[src/design/double_ended_queue_macros.svh]
// Assertion macros shared by the double-ended queue modules.
// Each macro expects signals named clk and rst_n in the scope of use.
`ifndef DOUBLE_ENDED_QUEUE_MACROS_SVH
`define DOUBLE_ENDED_QUEUE_MACROS_SVH

// Property that must hold at every clock edge out of reset.
`define DQ_ASSERT_ALWAYS(lbl, expr, msg) \
  lbl: assert property (@(posedge clk) disable iff (!rst_n) (expr)) else $error(msg);

// Property whose consequence must hold in the cycle after its antecedent.
`define DQ_ASSERT_NEXT(lbl, ante, cons, msg) \
  lbl: assert property (@(posedge clk) disable iff (!rst_n) (ante) |=> (cons)) else $error(msg);

`endif

[src/design/dq_pkg.sv]
// Shared types and constants for the double-ended queue.
// No dependencies; imported by every module of the block.
`timescale 1ns / 1ps

package dq_pkg;

  // Default number of ring entries.
  localparam int DQ_DEPTH_DEFAULT = 16;

  // Word width of the stored entries.
  localparam int DQ_WORD_W = 32;

  // Request kinds, coded as on the input selector.
  typedef enum logic [2:0] {
    OP_PUSH_FRONT = 3'd0,
    OP_PUSH_BACK  = 3'd1,
    OP_POP_BACK   = 3'd2,
    OP_POP_FRONT  = 3'd3,
    OP_READ_ALL   = 3'd4
  } op_t;

  // Result status codes.
  typedef enum logic [1:0] {
    ST_OK    = 2'd0,
    ST_EMPTY = 2'd1,
    ST_FULL  = 2'd2
  } status_t;

  // Classified request handed from the front end to the back end.
  typedef struct packed {
    op_t                         op;
    logic signed [DQ_WORD_W-1:0] value;
  } cmd_t;

  // Back end sequencer states.
  typedef enum logic [1:0] {
    S_IDLE,
    S_POP,
    S_RUN
  } bstate_t;

endpackage

[src/design/double_ended_queue.sv]
// Top level of the double-ended queue: front end, command queue and back end.
// Depends on dq_pkg, dq_front and dq_back.
//
//   Channel  Direction  Handshake             tdata       tuser    tlast
//   in_      slave      in_tvalid/in_tready   value       mode     -
//   out_     master     out_tvalid/out_tready value_res   status   last
//
// A word is registered in the command queue before it reaches the back end.
// A push writes the ring store directly; a pop waits on its registered read
// port; a read-all returns a word per entry, holding further commands meanwhile.
// Reset is synchronous, active low, and empties the queue. A stalled output holds
// the back end, while the front end accepts words until its command queue is full.
`timescale 1ns / 1ps

module double_ended_queue #(
  parameter int DEPTH = dq_pkg::DQ_DEPTH_DEFAULT
) (
  input  logic                                clk,
  input  logic                                rst_n,
  input  logic                                in_tvalid,
  output logic                                in_tready,
  input  logic signed [dq_pkg::DQ_WORD_W-1:0] in_tdata,   // value
  input  logic [2:0]                          in_tuser,   // mode
  output logic                                out_tvalid,
  input  logic                                out_tready,
  output logic signed [dq_pkg::DQ_WORD_W-1:0] out_tdata,  // value_res
  output logic [1:0]                          out_tuser,  // status
  output logic                                out_tlast
);
  import dq_pkg::*;

  logic cmd_valid;
  logic cmd_ready;
  cmd_t cmd;

  // Accept and classify requests.
  dq_front u_front (
    .clk       (clk),
    .rst_n     (rst_n),
    .in_tvalid (in_tvalid),
    .in_tready (in_tready),
    .in_tdata  (in_tdata),
    .in_tuser  (in_tuser),
    .cmd_valid (cmd_valid),
    .cmd_ready (cmd_ready),
    .cmd       (cmd)
  );

  // Carry out requests on the ring store.
  dq_back #(
    .DEPTH (DEPTH)
  ) u_back (
    .clk        (clk),
    .rst_n      (rst_n),
    .cmd_valid  (cmd_valid),
    .cmd_ready  (cmd_ready),
    .cmd        (cmd),
    .out_tvalid (out_tvalid),
    .out_tready (out_tready),
    .out_tdata  (out_tdata),
    .out_tuser  (out_tuser),
    .out_tlast  (out_tlast)
  );

endmodule

[src/design/dq_front.sv]
// Front end of the double-ended queue: accepts input words, drops undefined
// request kinds and buffers the rest in a two-entry command queue. Uses dq_pkg.
`timescale 1ns / 1ps

module dq_front (
  input  logic                           clk,
  input  logic                           rst_n,
  input  logic                           in_tvalid,
  output logic                           in_tready,
  input  logic signed [dq_pkg::DQ_WORD_W-1:0] in_tdata,  // value
  input  logic [2:0]                     in_tuser,  // mode
  output logic                           cmd_valid,
  input  logic                           cmd_ready,
  output dq_pkg::cmd_t                   cmd
);
  import dq_pkg::*;

  cmd_t       q_r [2];
  logic       wr_ptr_r, wr_ptr_nxt;
  logic       rd_ptr_r, rd_ptr_nxt;
  logic [1:0] cnt_r, cnt_nxt;
  logic       legal;
  logic       push;
  logic       pop;

  // Only the five defined request kinds enter the queue.
  always_comb begin
    unique case (in_tuser) inside
      OP_PUSH_FRONT, OP_PUSH_BACK, OP_POP_BACK, OP_POP_FRONT, OP_READ_ALL: legal = 1'b1;
      default: legal = 1'b0;
    endcase
  end

  assign in_tready = (cnt_r != 2'd2);
  assign push      = in_tvalid && in_tready && legal;
  assign cmd_valid = (cnt_r != 2'd0);
  assign pop       = cmd_valid && cmd_ready;
  assign cmd       = q_r[rd_ptr_r];

  // Pointer and fill count update.
  always_comb begin
    wr_ptr_nxt = push ? ~wr_ptr_r : wr_ptr_r;
    rd_ptr_nxt = pop ? ~rd_ptr_r : rd_ptr_r;
    cnt_nxt    = cnt_r + {1'b0, push} - {1'b0, pop};
  end

  always_ff @(posedge clk) begin
    if (!rst_n) begin
      wr_ptr_r <= 1'b0;
      rd_ptr_r <= 1'b0;
      cnt_r    <= 2'd0;
    end else begin
      wr_ptr_r <= wr_ptr_nxt;
      rd_ptr_r <= rd_ptr_nxt;
      cnt_r    <= cnt_nxt;
    end
  end

  // Command storage needs no reset.
  always_ff @(posedge clk) begin
    if (push) begin
      q_r[wr_ptr_r] <= '{op: op_t'(in_tuser), value: in_tdata};
    end
  end

endmodule

[src/design/dq_back.sv]
// Back end of the double-ended queue: ring store, pointers, sequencer and
// the output register. Uses dq_pkg and double_ended_queue_macros.svh.
`timescale 1ns / 1ps
`include "double_ended_queue_macros.svh"

module dq_back #(
  parameter int DEPTH = dq_pkg::DQ_DEPTH_DEFAULT
) (
  input  logic                                clk,
  input  logic                                rst_n,
  input  logic                                cmd_valid,
  output logic                                cmd_ready,
  input  dq_pkg::cmd_t                        cmd,
  output logic                                out_tvalid,
  input  logic                                out_tready,
  output logic signed [dq_pkg::DQ_WORD_W-1:0] out_tdata,  // value_res
  output logic [1:0]                          out_tuser,  // status
  output logic                                out_tlast
);
  import dq_pkg::*;

  localparam int IW = $clog2(DEPTH);
  localparam int CW = $clog2(DEPTH + 1);
  localparam int SW = CW + 1;
  localparam logic [IW-1:0] LAST_IDX = IW'(DEPTH - 1);
  localparam logic [CW-1:0] FULL_CNT = CW'(DEPTH);
  localparam logic [SW-1:0] WRAP     = SW'(DEPTH);

  // Ring store with registered read port.
  logic signed [DQ_WORD_W-1:0] mem [DEPTH];
  logic signed [DQ_WORD_W-1:0] rd_data_r;
  logic                        wr_en, rd_en;
  logic [IW-1:0]               wr_addr, rd_addr;

  // Queue state and sequencer.
  bstate_t       state_r, state_nxt;
  logic [IW-1:0] front_r, front_nxt;
  logic [CW-1:0] count_r, count_nxt;
  logic [IW-1:0] rp_r, rp_nxt;
  logic [CW-1:0] rem_r, rem_nxt;

  // Output register.
  logic                        out_valid_r;
  logic signed [DQ_WORD_W-1:0] out_value_r;
  status_t                     out_status_r;
  logic                        out_last_r;
  logic                        out_free;
  logic                        ld;
  logic signed [DQ_WORD_W-1:0] ld_value;
  status_t                     ld_status;
  logic                        ld_last;

  // Ring position arithmetic.
  logic          full, empty;
  logic [IW-1:0] front_dec, front_inc, rp_inc;
  logic [SW-1:0] sum_push, sum_pop;
  logic [IW-1:0] back_push, back_pop;

  assign full     = (count_r == FULL_CNT);
  assign empty    = (count_r == '0);
  assign out_free = !out_valid_r || out_tready;

  // Neighbouring ring positions; sums stay below twice the depth.
  always_comb begin
    front_dec = (front_r == '0) ? LAST_IDX : front_r - 1'b1;
    front_inc = (front_r == LAST_IDX) ? '0 : front_r + 1'b1;
    rp_inc    = (rp_r == LAST_IDX) ? '0 : rp_r + 1'b1;
    sum_push  = SW'(front_r) + SW'(count_r);
    sum_pop   = sum_push - 1'b1;
    back_push = (sum_push >= WRAP) ? IW'(sum_push - WRAP) : IW'(sum_push);
    back_pop  = (sum_pop >= WRAP) ? IW'(sum_pop - WRAP) : IW'(sum_pop);
  end

  // Sequencer: next state, store access and result loading.
  always_comb begin
    state_nxt = state_r;
    front_nxt = front_r;
    count_nxt = count_r;
    rp_nxt    = rp_r;
    rem_nxt   = rem_r;
    cmd_ready = 1'b0;
    wr_en     = 1'b0;
    wr_addr   = front_r;
    rd_en     = 1'b0;
    rd_addr   = front_r;
    ld        = 1'b0;
    ld_value  = '0;
    ld_status = ST_OK;
    ld_last   = 1'b1;
    unique case (state_r)
      S_IDLE: begin
        if (cmd_valid && out_free) begin
          cmd_ready = 1'b1;
          unique case (cmd.op)
            OP_PUSH_FRONT: begin
              ld = 1'b1;
              if (full) begin
                ld_status = ST_FULL;
              end else begin
                wr_en     = 1'b1;
                wr_addr   = front_dec;
                front_nxt = front_dec;
                count_nxt = count_r + 1'b1;
              end
            end
            OP_PUSH_BACK: begin
              ld = 1'b1;
              if (full) begin
                ld_status = ST_FULL;
              end else begin
                wr_en     = 1'b1;
                wr_addr   = back_push;
                count_nxt = count_r + 1'b1;
              end
            end
            OP_POP_BACK: begin
              if (empty) begin
                ld        = 1'b1;
                ld_status = ST_EMPTY;
              end else begin
                rd_en     = 1'b1;
                rd_addr   = back_pop;
                count_nxt = count_r - 1'b1;
                state_nxt = S_POP;
              end
            end
            OP_POP_FRONT: begin
              if (empty) begin
                ld        = 1'b1;
                ld_status = ST_EMPTY;
              end else begin
                rd_en     = 1'b1;
                rd_addr   = front_r;
                front_nxt = front_inc;
                count_nxt = count_r - 1'b1;
                state_nxt = S_POP;
              end
            end
            OP_READ_ALL: begin
              if (empty) begin
                ld        = 1'b1;
                ld_status = ST_EMPTY;
              end else begin
                rd_en     = 1'b1;
                rd_addr   = front_r;
                rp_nxt    = front_inc;
                rem_nxt   = count_r;
                state_nxt = S_RUN;
              end
            end
            default: begin
            end
          endcase
        end
      end
      S_POP: begin
        // The popped word arrives from the store's registered read port in the cycle after the read.
        if (out_free) begin
          ld        = 1'b1;
          ld_value  = rd_data_r;
          state_nxt = S_IDLE;
        end
      end
      S_RUN: begin
        // One stored entry per cycle while the output is free, front to back; the next read overlaps.
        if (out_free) begin
          ld       = 1'b1;
          ld_value = rd_data_r;
          ld_last  = (rem_r == CW'(1));
          if (rem_r == CW'(1)) begin
            state_nxt = S_IDLE;
          end else begin
            rem_nxt = rem_r - 1'b1;
            rd_en   = 1'b1;
            rd_addr = rp_r;
            rp_nxt  = rp_inc;
          end
        end
      end
      default: begin
        state_nxt = S_IDLE;
      end
    endcase
  end

  // Control registers.
  always_ff @(posedge clk) begin
    if (!rst_n) begin
      state_r     <= S_IDLE;
      front_r     <= '0;
      count_r     <= '0;
      rem_r       <= '0;
      out_valid_r <= 1'b0;
    end else begin
      state_r <= state_nxt;
      front_r <= front_nxt;
      count_r <= count_nxt;
      rem_r   <= rem_nxt;
      if (ld) begin
        out_valid_r <= 1'b1;
      end else if (out_tready) begin
        out_valid_r <= 1'b0;
      end
    end
  end

  // Payload registers.
  always_ff @(posedge clk) begin
    rp_r <= rp_nxt;
    if (ld) begin
      out_value_r  <= ld_value;
      out_status_r <= ld_status;
      out_last_r   <= ld_last;
    end
  end

  // Ring store.
  always_ff @(posedge clk) begin
    if (wr_en) begin
      mem[wr_addr] <= cmd.value;
    end
    if (rd_en) begin
      rd_data_r <= mem[rd_addr];
    end
  end

  assign out_tvalid = out_valid_r;
  assign out_tdata  = out_value_r;
  assign out_tuser  = out_status_r;
  assign out_tlast  = out_last_r;

  // Checks on the queue state and the sequencer.
  `DQ_ASSERT_ALWAYS(a_count_bound, count_r <= FULL_CNT, "entry count above depth")
  `DQ_ASSERT_ALWAYS(a_front_bound, front_r <= LAST_IDX, "front index outside ring")
  `DQ_ASSERT_ALWAYS(a_run_rem, state_r != S_RUN || (rem_r != '0 && rem_r <= count_r), "bad run length")
  `DQ_ASSERT_NEXT(a_run_start, state_r == S_IDLE && state_nxt == S_RUN, rem_r == count_r, "run length differs from count")
  `DQ_ASSERT_NEXT(a_no_write_run, state_r == S_RUN, $stable(count_r) && $stable(front_r), "queue changed during read-out")

endmodule

[config.mk]
export PLATFORM = sky130hd
export DESIGN_NAME = double_ended_queue
export DESIGN_NICKNAME = d
export VERILOG_FILES = /design/src/design/dq_pkg.sv /design/src/design/double_ended_queue.sv /design/src/design/dq_front.sv /design/src/design/dq_back.sv
export VERILOG_INCLUDE_DIRS = /design/src /design/src/design
export SDC_FILE = /design/constraint.sdc
export NUM_CORES = 1
export LEC_CHECK = 0
export BUFFER_PORTS_ARGS = -buffer_cell sky130_fd_sc_hd__buf_2
export CORE_ASPECT_RATIO = 1.25
export CORE_UTILIZATION = 45
export CTS_CLUSTER_SIZE = 25
export DETAILED_ROUTE_END_ITERATION = 8
export SLEW_MARGIN = 0
export SYNTH_ARGS = -nofsm -noshare
export SYNTH_HDL_FRONTEND = slang
export SYNTH_SLANG_ARGS = --single-unit
[constraint.sdc]
create_clock -name clk -period 4.75 [get_ports clk]
set_clock_uncertainty 0.05 [all_clocks]
set_input_delay 0.2375 -clock clk [delete_from_list [all_inputs] [get_ports clk]]
set_output_delay 0.2375 -clock clk [all_outputs]
set_load 0.05 [all_outputs]
After elaboration in Yosys (flattened, before gate mapping)
Memories as Yosys holds them, arrays and structs flattened. A register that Yosys moved wholly into a read port is not among the register bits.
Cells that the tools add are included.
Storage, ports and cells
  bits in registers: 60
  latch bits: 0
  bits in writable memories: 582
  bits in read-only memories: 0
  output and inout bits: 37
  logic and storage cells: 155
  memories: 2
Memory list
  u_back.mem: depth 16, width 32, read ports 1, clocked after Yosys merged registers in 1, write ports 1, RTL line dq_back.sv:30  | logic signed [DQ_WORD_W-1:0] mem [DEPTH];
  u_front.q_r: depth 2, width 35, read ports 1, clocked after Yosys merged registers in 1, write ports 1, RTL line dq_front.sv:18  | cmd_t q_r [2];
Operators by class
  $add $sub $neg: 12
  multiply operators: 0
  divide/modulo/power cells: 0
  order comparisons: 2
  equality and inequality tests: 28
  shifts and indexed selects: 0
  muxes and demuxes: 69
  bitwise logic cells: 2
  reductions and logical operators: 28
Operators with widths (count)
  two-way mux 4 bit: 19
  two-way mux 5 bit: 7
  one-hot mux 4 bit (2 select lines): 4
  two-way mux 1 bit: 24
  one-hot mux 5 bit (2 select lines): 2
  two-way mux 2 bit: 7
  inequality test 2 bit, second input constant: 7
  == test 3 x 2 -> 1 bit, second input constant: 4
  greater-or-equal comparator 6 x 5 -> 1 bit, second input constant: 2
  subtractor 4 x 1 -> 4 bit, second input constant: 3
  nonzero test 2 bit: 5
  subtractor 5 x 1 -> 5 bit, second input constant: 2
  inequality test 3 bit, second input constant: 3
  adder 4 x 1 -> 4 bit, second input constant: 2
  == test 4 bit, second input constant: 2
  inequality test 2 x 1 -> 1 bit, second input constant: 4
  one-hot mux 2 bit (2 select lines): 2
  AND reduction 7 bit: 1
  adder 4 x 5 -> 6 bit: 1
  == test 3 x 1 -> 1 bit, second input constant: 2
  == test 3 bit, second input constant: 2
  zero test 3 bit: 2
  one-hot mux 1 bit (2 select lines): 3
  one-hot mux 2 bit (3 select lines): 1
  other kinds (22): 30

Longest topological paths before layout
Gate-level depths: netlist (run 1).
  depth after elaboration: 8
  mapped depth: 13
  mapped depth without buffers: 11

Hierarchy
From an unflattened synthesis (run 1), not the netlist that was laid out.
Second synthesis, totals
  cell total of the unflattened synthesis: 1842
  area, all modules: 27606.5 sq um
Modules (own cells, without submodules)
  dq_back: times used 1, cells each 1707, area each 24683.7 sq um
  dq_front: times used 1, cells each 135, area each 2922.8 sq um

Worst setup path before layout (run 1)
OpenSTA, ideal clock, no wires.
  path type: flip-flop to flip-flop
  from: reg u_back.out_valid_r, in the netlist u_back.out_tvalid
  to: mem u_back.mem[1][0], enable pin
  library setup time: 461 ps
  arrival time: 4145 ps
  required time: 4239 ps
  path slack: 94 ps
  cell stages (with the launch flop): 10
  buffers on the path: 1
  clock period less this slack: 4656 ps
  cells stage by stage: dfxtp_1 > nand2b_1 > clkbuf_1 > nand3_1 > inv_1 > nand2b_1 > nor2_1 > o21ai_0 > a22o_1 > nor3_1
On the way
  longest elaborated chain between the ends: 7
  elaborated cells between the ends (all ways): 9
  those cells by class: mux: 6; reduce/logical: 3
Ends and longest elaborated chain
  start, declared: RTL line dq_back.sv:43  | logic out_valid_r;
  start signal, assigned: RTL line dq_back.sv:193  | out_valid_r <= 1'b0;
  start signal, assigned: RTL line dq_back.sv:200  | out_valid_r <= 1'b1;
  start signal, assigned: RTL line dq_back.sv:202  | out_valid_r <= 1'b0;
  zero test 1 bit *: RTL line dq_back.sv:61  | assign out_free = !out_valid_r || out_tready;
  logical OR 1 bit *: RTL line dq_back.sv:61
  logical AND 1 bit *: RTL line dq_back.sv:92  | if (cmd_valid && out_free) begin
  two-way mux 1 bit: RTL line dq_back.sv:92
  two-way mux 1 bit: RTL line dq_back.sv:90  | unique case (state_r)
  two-way mux 1 bit: RTL line dq_back.sv:219  | if (wr_en) begin
  two-way mux 1 bit (not written as such): RTL line dq_back.sv:220  | mem[wr_addr] <= cmd.value;
  end, declared: RTL line dq_back.sv:30
Every way passes the cells marked *; elsewhere a longest branch is shown, timed or not.

Worst setup path in the final report (run 1)
  from: reg u_back.state_r[0]
  to: reg u_back.rd_data_r[15], read port of u_back.mem (data pin)
On the way
  longest elaborated chain between the ends: 2
  elaborated cells between the ends (all ways): 4
  those cells by class: eq/ne: 1; mux: 2; reduce/logical: 1
Ends and longest elaborated chain
  start, declared: RTL line dq_back.sv:36  | bstate_t state_r, state_nxt;
  start signal, assigned: RTL line dq_back.sv:195  | state_r <= state_nxt;
  == test 2 bit or zero test 2 bit (tied branches): RTL line dq_back.sv:90
  one-hot mux 4 bit (2 select lines) or one-hot mux 1 bit (2 select lines) (tied branches): RTL line dq_back.sv:90
  end, declared: RTL line dq_back.sv:31  | logic signed [DQ_WORD_W-1:0] rd_data_r;
Parallel ways exist; a longest one is shown, timed or not.
A chain may end at the register's enable or synchronous reset.

==> results of run 1 <==
## kinds of logic after synthesis
group	after synthesis
multiplexers	233
adder cells (fa/ha/maj)	20
flip-flops	675
AO/OA/AOI/OAI	239
XOR/XNOR	16
AND/OR/NAND/NOR	272
buffers and inverters	101
## cell type report
class / count / area [sq um]
clock buffer: 80 / 1747
clock inverter: 28 / 280.3
fill: 4752 / 27710
inverter: 20 / 75.07
multi-input combinational: 780 / 6157
sequential: 675 / 20050
tap: 757 / 947.2
timing repair buffer: 161 / 1249
## metal layers
metal,GRT usage,wire length (um)
met4,0.07639,1587
met2,0.3634,31300
met5,0,0
met3,0.02878,3232
met1,0.2629,25010
## flip-flops by register name (all words and copies together), names as in the netlist, 4 cells and up, named ones only
signal,count
u_back.front_r,4
u_back.mem,512
u_back.rem_r,5
u_back.out_tdata,32
u_back.rp_r,4
u_back.count_r,5
u_front.q_r,70
u_back.rd_data_r,32
## worst max-delay path, cell delays in order, from the launching register on
cell	delay (ns)
dfxtp_1	0.34
inv_1	0.09
ha_1	0.62
clkinv_1	0.45
nand2_1	0.19
a31oi_1	0.14
a211oi_4	0.60
buf_12	0.46
mux2i_1	0.26
nor2_1	0.06
a221oi_1	0.25
a221oi_1	0.14
## placed cells by master, fill, tap and decap left out, types with 4 or more instances in the layout
master	count
a21o_1	4
nor2_4	16
a21oi_1	16
clkinv_2	8
buf_4	39
o21ai_0	20
and3_1	35
ha_1	18
nor3_2	8
and2_1	12
mux2_2	67
nor2_1	57
dfxtp_1	21
inv_1	18
buf_2	75
nand3_1	11
mux2i_1	166
a21boi_0	4
clkbuf_16	68
dlygate4sd3_1	36
edfxtp_1	653
a221oi_1	96
a22oi_1	65
nand2_1	94
clkinv_1	11
bufinv_16	5
nand2b_1	7
nor3_1	8
nor2b_1	7
a31oi_1	7
xnor2_1	13
clkbuf_1	12
buf_12	11
## how the worst max path moves through the flow
stage / end / slack (ns) / from
2_1_floorplan: u_back.mem[1][0]$_DFFE_PP_ / 0.09 / u_back.out_tvalid$_SDFFE_PN0P_
3_3_place_gp: u_back.rd_data_r[24]$_DFFE_PP_ / 0.85 / u_back.state_r[0]$_SDFFE_PN0P_
3_5_place_dp: u_back.rd_data_r[0]$_DFFE_PP_ / 0.76 / u_back.count_r[1]$_SDFFE_PN0P_
4_1_cts: u_back.rd_data_r[0]$_DFFE_PP_ / 0.73 / u_back.count_r[0]$_SDFFE_PN0P_
5_1_grt: u_back.rd_data_r[14]$_DFFE_PP_ / 0.37 / u_back.state_r[0]$_SDFFE_PN0P_
6_report: u_back.rd_data_r[15]$_DFFE_PP_ / 0.65 / u_back.state_r[0]$_SDFFE_PN0P_
## power groups by stage
stage	registers [mW]	clock network (mW)	logic, mW
floorplan	8.13	0	3.20
global placement	7.72	0	5.03
detailed placement	7.73	0	5.12
CTS	7.61	5.10	5.16
global route	7.64	5.31	5.51
finish	7.61	4.99	5.11
## cells in the mapped netlist, types with 13 or more instances
cell / instances / share of area
edfxtp_1: 653 / 0.74
mux2i_1: 166 / 0.063
a221oi_1: 96 / 0.032
nand2_1: 94 / 0.013
nor2_1: 72 / 0.010
mux2_2: 67 / 0.028
a22oi_1: 65 / 0.018
clkbuf_1: 42 / 0.0060
and3_1: 35 / 0.0083
dfxtp_1: 22 / 0.017
o21ai_0: 20 / 0.0038
buf_2: 19 / 0.0036
ha_1: 18 / 0.0085
inv_1: 18 / 0.0026
buf_4: 17 / 0.0048
a21oi_1: 16 / 0.0030
nor3_1: 16 / 0.0030
and2_1: 13 / 0.0031
xnor2_1: 13 / 0.0043
## per-stage QoR
stage / utilization / power, mW / setup slack (ns)
after CTS: 0.5240 / 17.87 / 0.7255
after global placement: 0.4830 / 12.75 / 0.8474
after floorplan: - / 11.33 / 0.09372
final: 0.5240 / 17.71 / 0.6485
after detailed placement: 0.4830 / 12.85 / 0.7567
after global routing: 0.5240 / 18.46 / 0.3697
==> results_dict.tcl, run 1 <==
set metrics [dict create \
    reg2reg_to "u_back.rd_data_r[15]$_DFFE_PP_" \
    num_vias 14290 \
    slew_viol_final 0 \
    arrival_ns 4.38 \
    rsz0062_at_grt "false" \
    numCtsBuffers 66 \
    max_freq_ghz 0.2438 \
    fin_cells 2501 \
    rows 99 \
    cts_tree "built" \
    synth_nets 1615 \
    io_pins 76 \
    hold_slack_ns 0.02848 \
    synth.distinct_cells 57 \
    synth-seq-cells 675 \
    via_per_inst 5.713 \
    n_antenna_cell 0 \
    final_nets 1763 \
    syn_area_sq_um 26480 \
    cts-hold-fix-buffers 36 \
    initial_core_util 0.4549 \
    drive_above_1_share 0.1823 \
    avgSynthCellArea_sq_um 17.02 \
    hold_viol 0 \
    cts-root-buf "clkbuf_16" \
    placedInstanceArea_sq_um 28120 \
    holdCritPathClass "in -> reg" \
    grt_first_pass_wirelength_mm 90.92 \
    clkTransAtPathRegs_ns 0.06 \
    clk_latency_ns 0.60 \
    synthAdderAreaFrac 0.01002 \
    drtPass1Iterations 5 \
    clock_sinks 675 \
    tightest_slew_ns 1.260 \
    reg2reg_from "u_back.state_r[0]$_SDFFE_PN0P_" \
    stdcell_area_sq_um 30510 \
    crit_path_start_kind "flip-flop" \
    io_buffers 75 \
    clockBufferDepth 3 \
    endpoint_kind "flip-flop" \
    cts_post_setup_buffers_inserted 0 \
    synth_flop_cell "edfxtp_1" \
    vdd_drop_max_v 0.0004882 \
    synth_mux_area_frac 0.09124 \
    min_to "u_front.wr_ptr_r$_SDFFE_PN0P_" \
    whs_path_depth 2 \
    tns_ns 0 \
    min_from "rst_n" \
    die_w_um 219.0 \
    setup_viol 0 \
    drc 0 \
    synthArstFlopShare 0 \
    synth_compound_area_frac 0.07026 \
    outcome "completed" \
    cp_max_fo 78 \
    power_frac_clock 0.282 \
    cts_max_level 3 \
    synth_edf_count 653 \
    synthXorXnorAreaFrac 0.005811 \
    dpl.hpwl_mm 33.61 \
    synth_simple_gate_area_frac 0.04796 \
    wirelength_mm 61.13 \
    wl_per_cell_um 24.44 \
    worstSetupPathType "reg -> reg" \
    core_region_area_sq_um 58220 \
    cap_violations 0 \
    worst-r2r-setup-slack_ns 0.65 \
    postSynthCellCount 1556 \
    grt_usage 0.2080 \
    grt_max_degree 79 \
    dieArea_sq_um 59830 \
    p_per_area_nw_per_um2 580.6 \
    yosysWarningCount 0 \
    cts-resized-gates 0 \
    p_leak_nw 9.973 \
    die_h_um 273.2 \
    switching_power_mw 5.659 \
    fin_crit_sh 0.8635 \
    grt_pass1_vias 14300 \
    sw_frac_of_total 0.3195 \
    gp_congestion 0.8375 \
    grt-ovfl-total 0 \
    relSlewSlack 0.1513 \
    drtAntennaViolNets 0 \
    area_delta_synth_final_pct 15.19 \
    p_seq_frac 0.429 \
    p_int_mw 12.05 \
    min_period_ns 4.102 \
    ys_seq_area_frac 0.7571 \
    r2r_cells 11 \
    synth_top_family_by_area "multiplexers" \
    place_inst 2357 \
    drtIter0Drc 1205 \
    antenna_found_initial 2 \
    worst_ep_required_time_ns 5.03 \
    combPwrFrac 0.289 \
]
No activity file was read; power rests on OpenSTA's default activity.
==> run 2: changes to the inputs <==
--- a/config.mk
+++ b/config.mk
@@ -7,7 +7,6 @@
 export NUM_CORES = 1
 export LEC_CHECK = 0
 export BUFFER_PORTS_ARGS = -buffer_cell sky130_fd_sc_hd__buf_2
-export CORE_ASPECT_RATIO = 1.25
 export CORE_UTILIZATION = 45
 export CTS_CLUSTER_SIZE = 25
 export DETAILED_ROUTE_END_ITERATION = 8
@@ -15,3 +14,4 @@
 export SYNTH_ARGS = -nofsm -noshare
 export SYNTH_HDL_FRONTEND = slang
 export SYNTH_SLANG_ARGS = --single-unit
+export TNS_END_PERCENT = 100
==> constraint.sdc (replaced) <==
create_clock -name clk -period 3.4 [get_ports clk]
set_clock_uncertainty 0.05 [all_clocks]
set_input_delay 0.17 -clock clk [delete_from_list [all_inputs] [get_ports clk]]
set_output_delay 0.17 -clock clk [all_outputs]
set_load 0.05 [all_outputs]
==> results_dict.tcl, run 2 (synthesis gave the netlist of run 1 again) <==
set metrics [dict create \
    cts_tree "built" \
    hold_slack_ns 0.2406 \
    max_freq_ghz 0.3046 \
    slew_viol_final 0 \
    reg.largest.list "u_back.mem: 512 flops, u_front.q_r: 70 flops" \
    relSlewSlack 0.5413 \
    tightest_slew_ns 0.6864 \
    worst_ep_required_time_ns 3.74 \
    dieArea_sq_um 59820 \
    wl_per_cell_um 23.86 \
    clockBufferDepth 3 \
    hold_viol 0 \
    drtPass1Iterations 5 \
    rows 88 \
    grt_max_degree 44 \
    grt_pass1_vias 14830 \
    grt_first_pass_wirelength_mm 92.41 \
    n_antenna_cell 0 \
    placedInstanceArea_sq_um 28940 \
    io_buffers 75 \
    grt_usage 0.2097 \
    p_per_area_nw_per_um2 824.4 \
    regMostFlops "u_back.mem" \
    min_period_ns 3.283 \
    antenna_found_initial 2 \
    clk_latency_ns 0.60 \
    arrival_ns 3.63 \
    via_per_inst 5.671 \
    fin_ws_ns 0.1170 \
    clock_sinks 675 \
    critPathLaunch "u_back.rem_r[1]$_SDFFE_PN0P_" \
    die_w_um 244.6 \
    core_region_area_sq_um 57920 \
    cp-endpoint "u_back.rd_data_r[19]$_DFFE_PP_" \
    p_leak_nw 10.56 \
    io_pins 76 \
    worstSetupPathType "reg -> reg" \
    drtAntennaViolNets 0 \
    largest_register_ffs 512 \
    vdd_drop_max_v 0.0004232 \
    endpoint_kind "flip-flop" \
    drtIter0Drc 1232 \
    grt-ovfl-total 0 \
    num_vias 14730 \
    setup_viol 0 \
    cap_violations 0 \
    worst-r2r-setup-slack_ns 0.12 \
    fillerInstances 4591 \
    layout_commonest_cell "edfxtp_1" \
    cts_max_level 3 \
    final_nets 1839 \
    reg2reg_to "u_back.rd_data_r[19]$_DFFE_PP_" \
    initial_core_util 0.4572 \
    crit_path_start_kind "flip-flop" \
    outcome "completed" \
    area_delta_synth_final_pct 19.89 \
    post-place-ws_ns -0.1474 \
    gp_congestion 0.8555 \
    cp_max_fo 17 \
    tns_ns 0 \
    cts-root-buf "clkbuf_16" \
    dpl.hpwl_mm 36.24 \
    clkTransAtPathRegs_ns 0.06 \
    rsz0062_at_grt "true" \
    holdCritPathClass "in -> reg" \
    layout_common_cells "edfxtp_1 (653), mux2i_1 (166), nand2_1 (93), a221oi_1 (89), buf_4 (79)" \
    r2r_cells 13 \
    numCtsBuffers 71 \
    die_h_um 244.6 \
    drc 0 \
    drive_above_1_share 0.2260 \
    fin_crit_sh 0.9656 \
    reg2reg_from "u_back.rem_r[1]$_SDFFE_PN0P_" \
    stdcell_area_sq_um 31750 \
    wirelength_mm 61.97 \
]
[run 2: cell types whose count changed in the layout (fill, tap and decap cells not counted), sizes merged]
cell / change
buf: +69
bufinv: +2
clkbuf: +9
clkinv: +7
clkinvlp: -1
dlygate4sd3: +2
[run 2: per-layer routing]
layer / vias to the layer above / wire, um / global-route usage
met5: - / 0 / 0
met4: 0 / 1232 / 0.06011
met3: 83 / 3920 / 0.04368
met2: 414 / 29500 / 0.3348
met1: 7584 / 27310 / 0.2904
li1: 6646 / - / -
[run 2: worst min-delay path by stage]
stage / end / cells past startpoint / slack (ns) / start
floorplan: u_front.q_r[0][0]$_DFFE_PP_ / 0 / 0.22 / in_tdata[0]
global placement: u_front.q_r[1][29]$_DFFE_PP_ / 1 / 0.31 / in_tdata[29]
detailed placement: u_front.q_r[0][3]$_DFFE_PP_ / 1 / 0.31 / in_tdata[3]
CTS: u_front.q_r[0][25]$_DFFE_PP_ / 2 / 0.20 / in_tdata[25]
global route: u_front.q_r[0][26]$_DFFE_PP_ / 2 / 0.22 / in_tdata[26]
finish: u_front.q_r[1][25]$_DFFE_PP_ / 2 / 0.24 / in_tdata[25]
[run 2: cell type report]
class | count | area, sq um | share of cell area
clock inverter | 36 | 374.1 | 0.01178
inverter | 20 | 75.07 | 0.002365
sequential | 675 | 20050 | 0.6316
tap | 765 | 957.2 | 0.03015
clock buffer | 89 | 1908 | 0.06010
multi-input combinational | 780 | 6270 | 0.1975
timing repair buffer | 232 | 2113 | 0.06656
[run 2: power breakdown]
group | internal (mW) | switching, mW
logic | 2.99 | 4.98
clock network | 4.51 | 3.08
registers | 10.4 | 0.195
total | 17.9 | 8.25
[run 2: through the flow]
step,total power [mW],instances,util
after floorplan,15.83,1556,-
after global placement,18.46,2430,0.4997
after detailed placement,18.60,2430,0.4997
after CTS,26.26,2593,0.5461
after global routing,27.29,2597,0.5482
final,26.17,2597,0.5482
[run 2: timing repair]
action                                  CTS  global route
buffers inserted                          0             4
resized for setup                         4            19
hold endpoints to repair                 92             0
endpoints found under the setup margin   31           347
pin swaps                                 1             3
hold buffers                             38             0
[run 2: worst max-delay path, stage by stage (launching register included)]
cell and delay [ns]:
dfxtp_1 0.32, inv_1 0.09, ha_1 0.13, or4b_4 0.50, a311oi_4 0.34, o21ai_1 0.16
a211oi_4 0.26, buf_12 0.19, buf_12 0.20, buf_12 0.19, mux2i_1 0.10, a22oi_1 0.20
nand2_1 0.10, a221oi_2 0.25
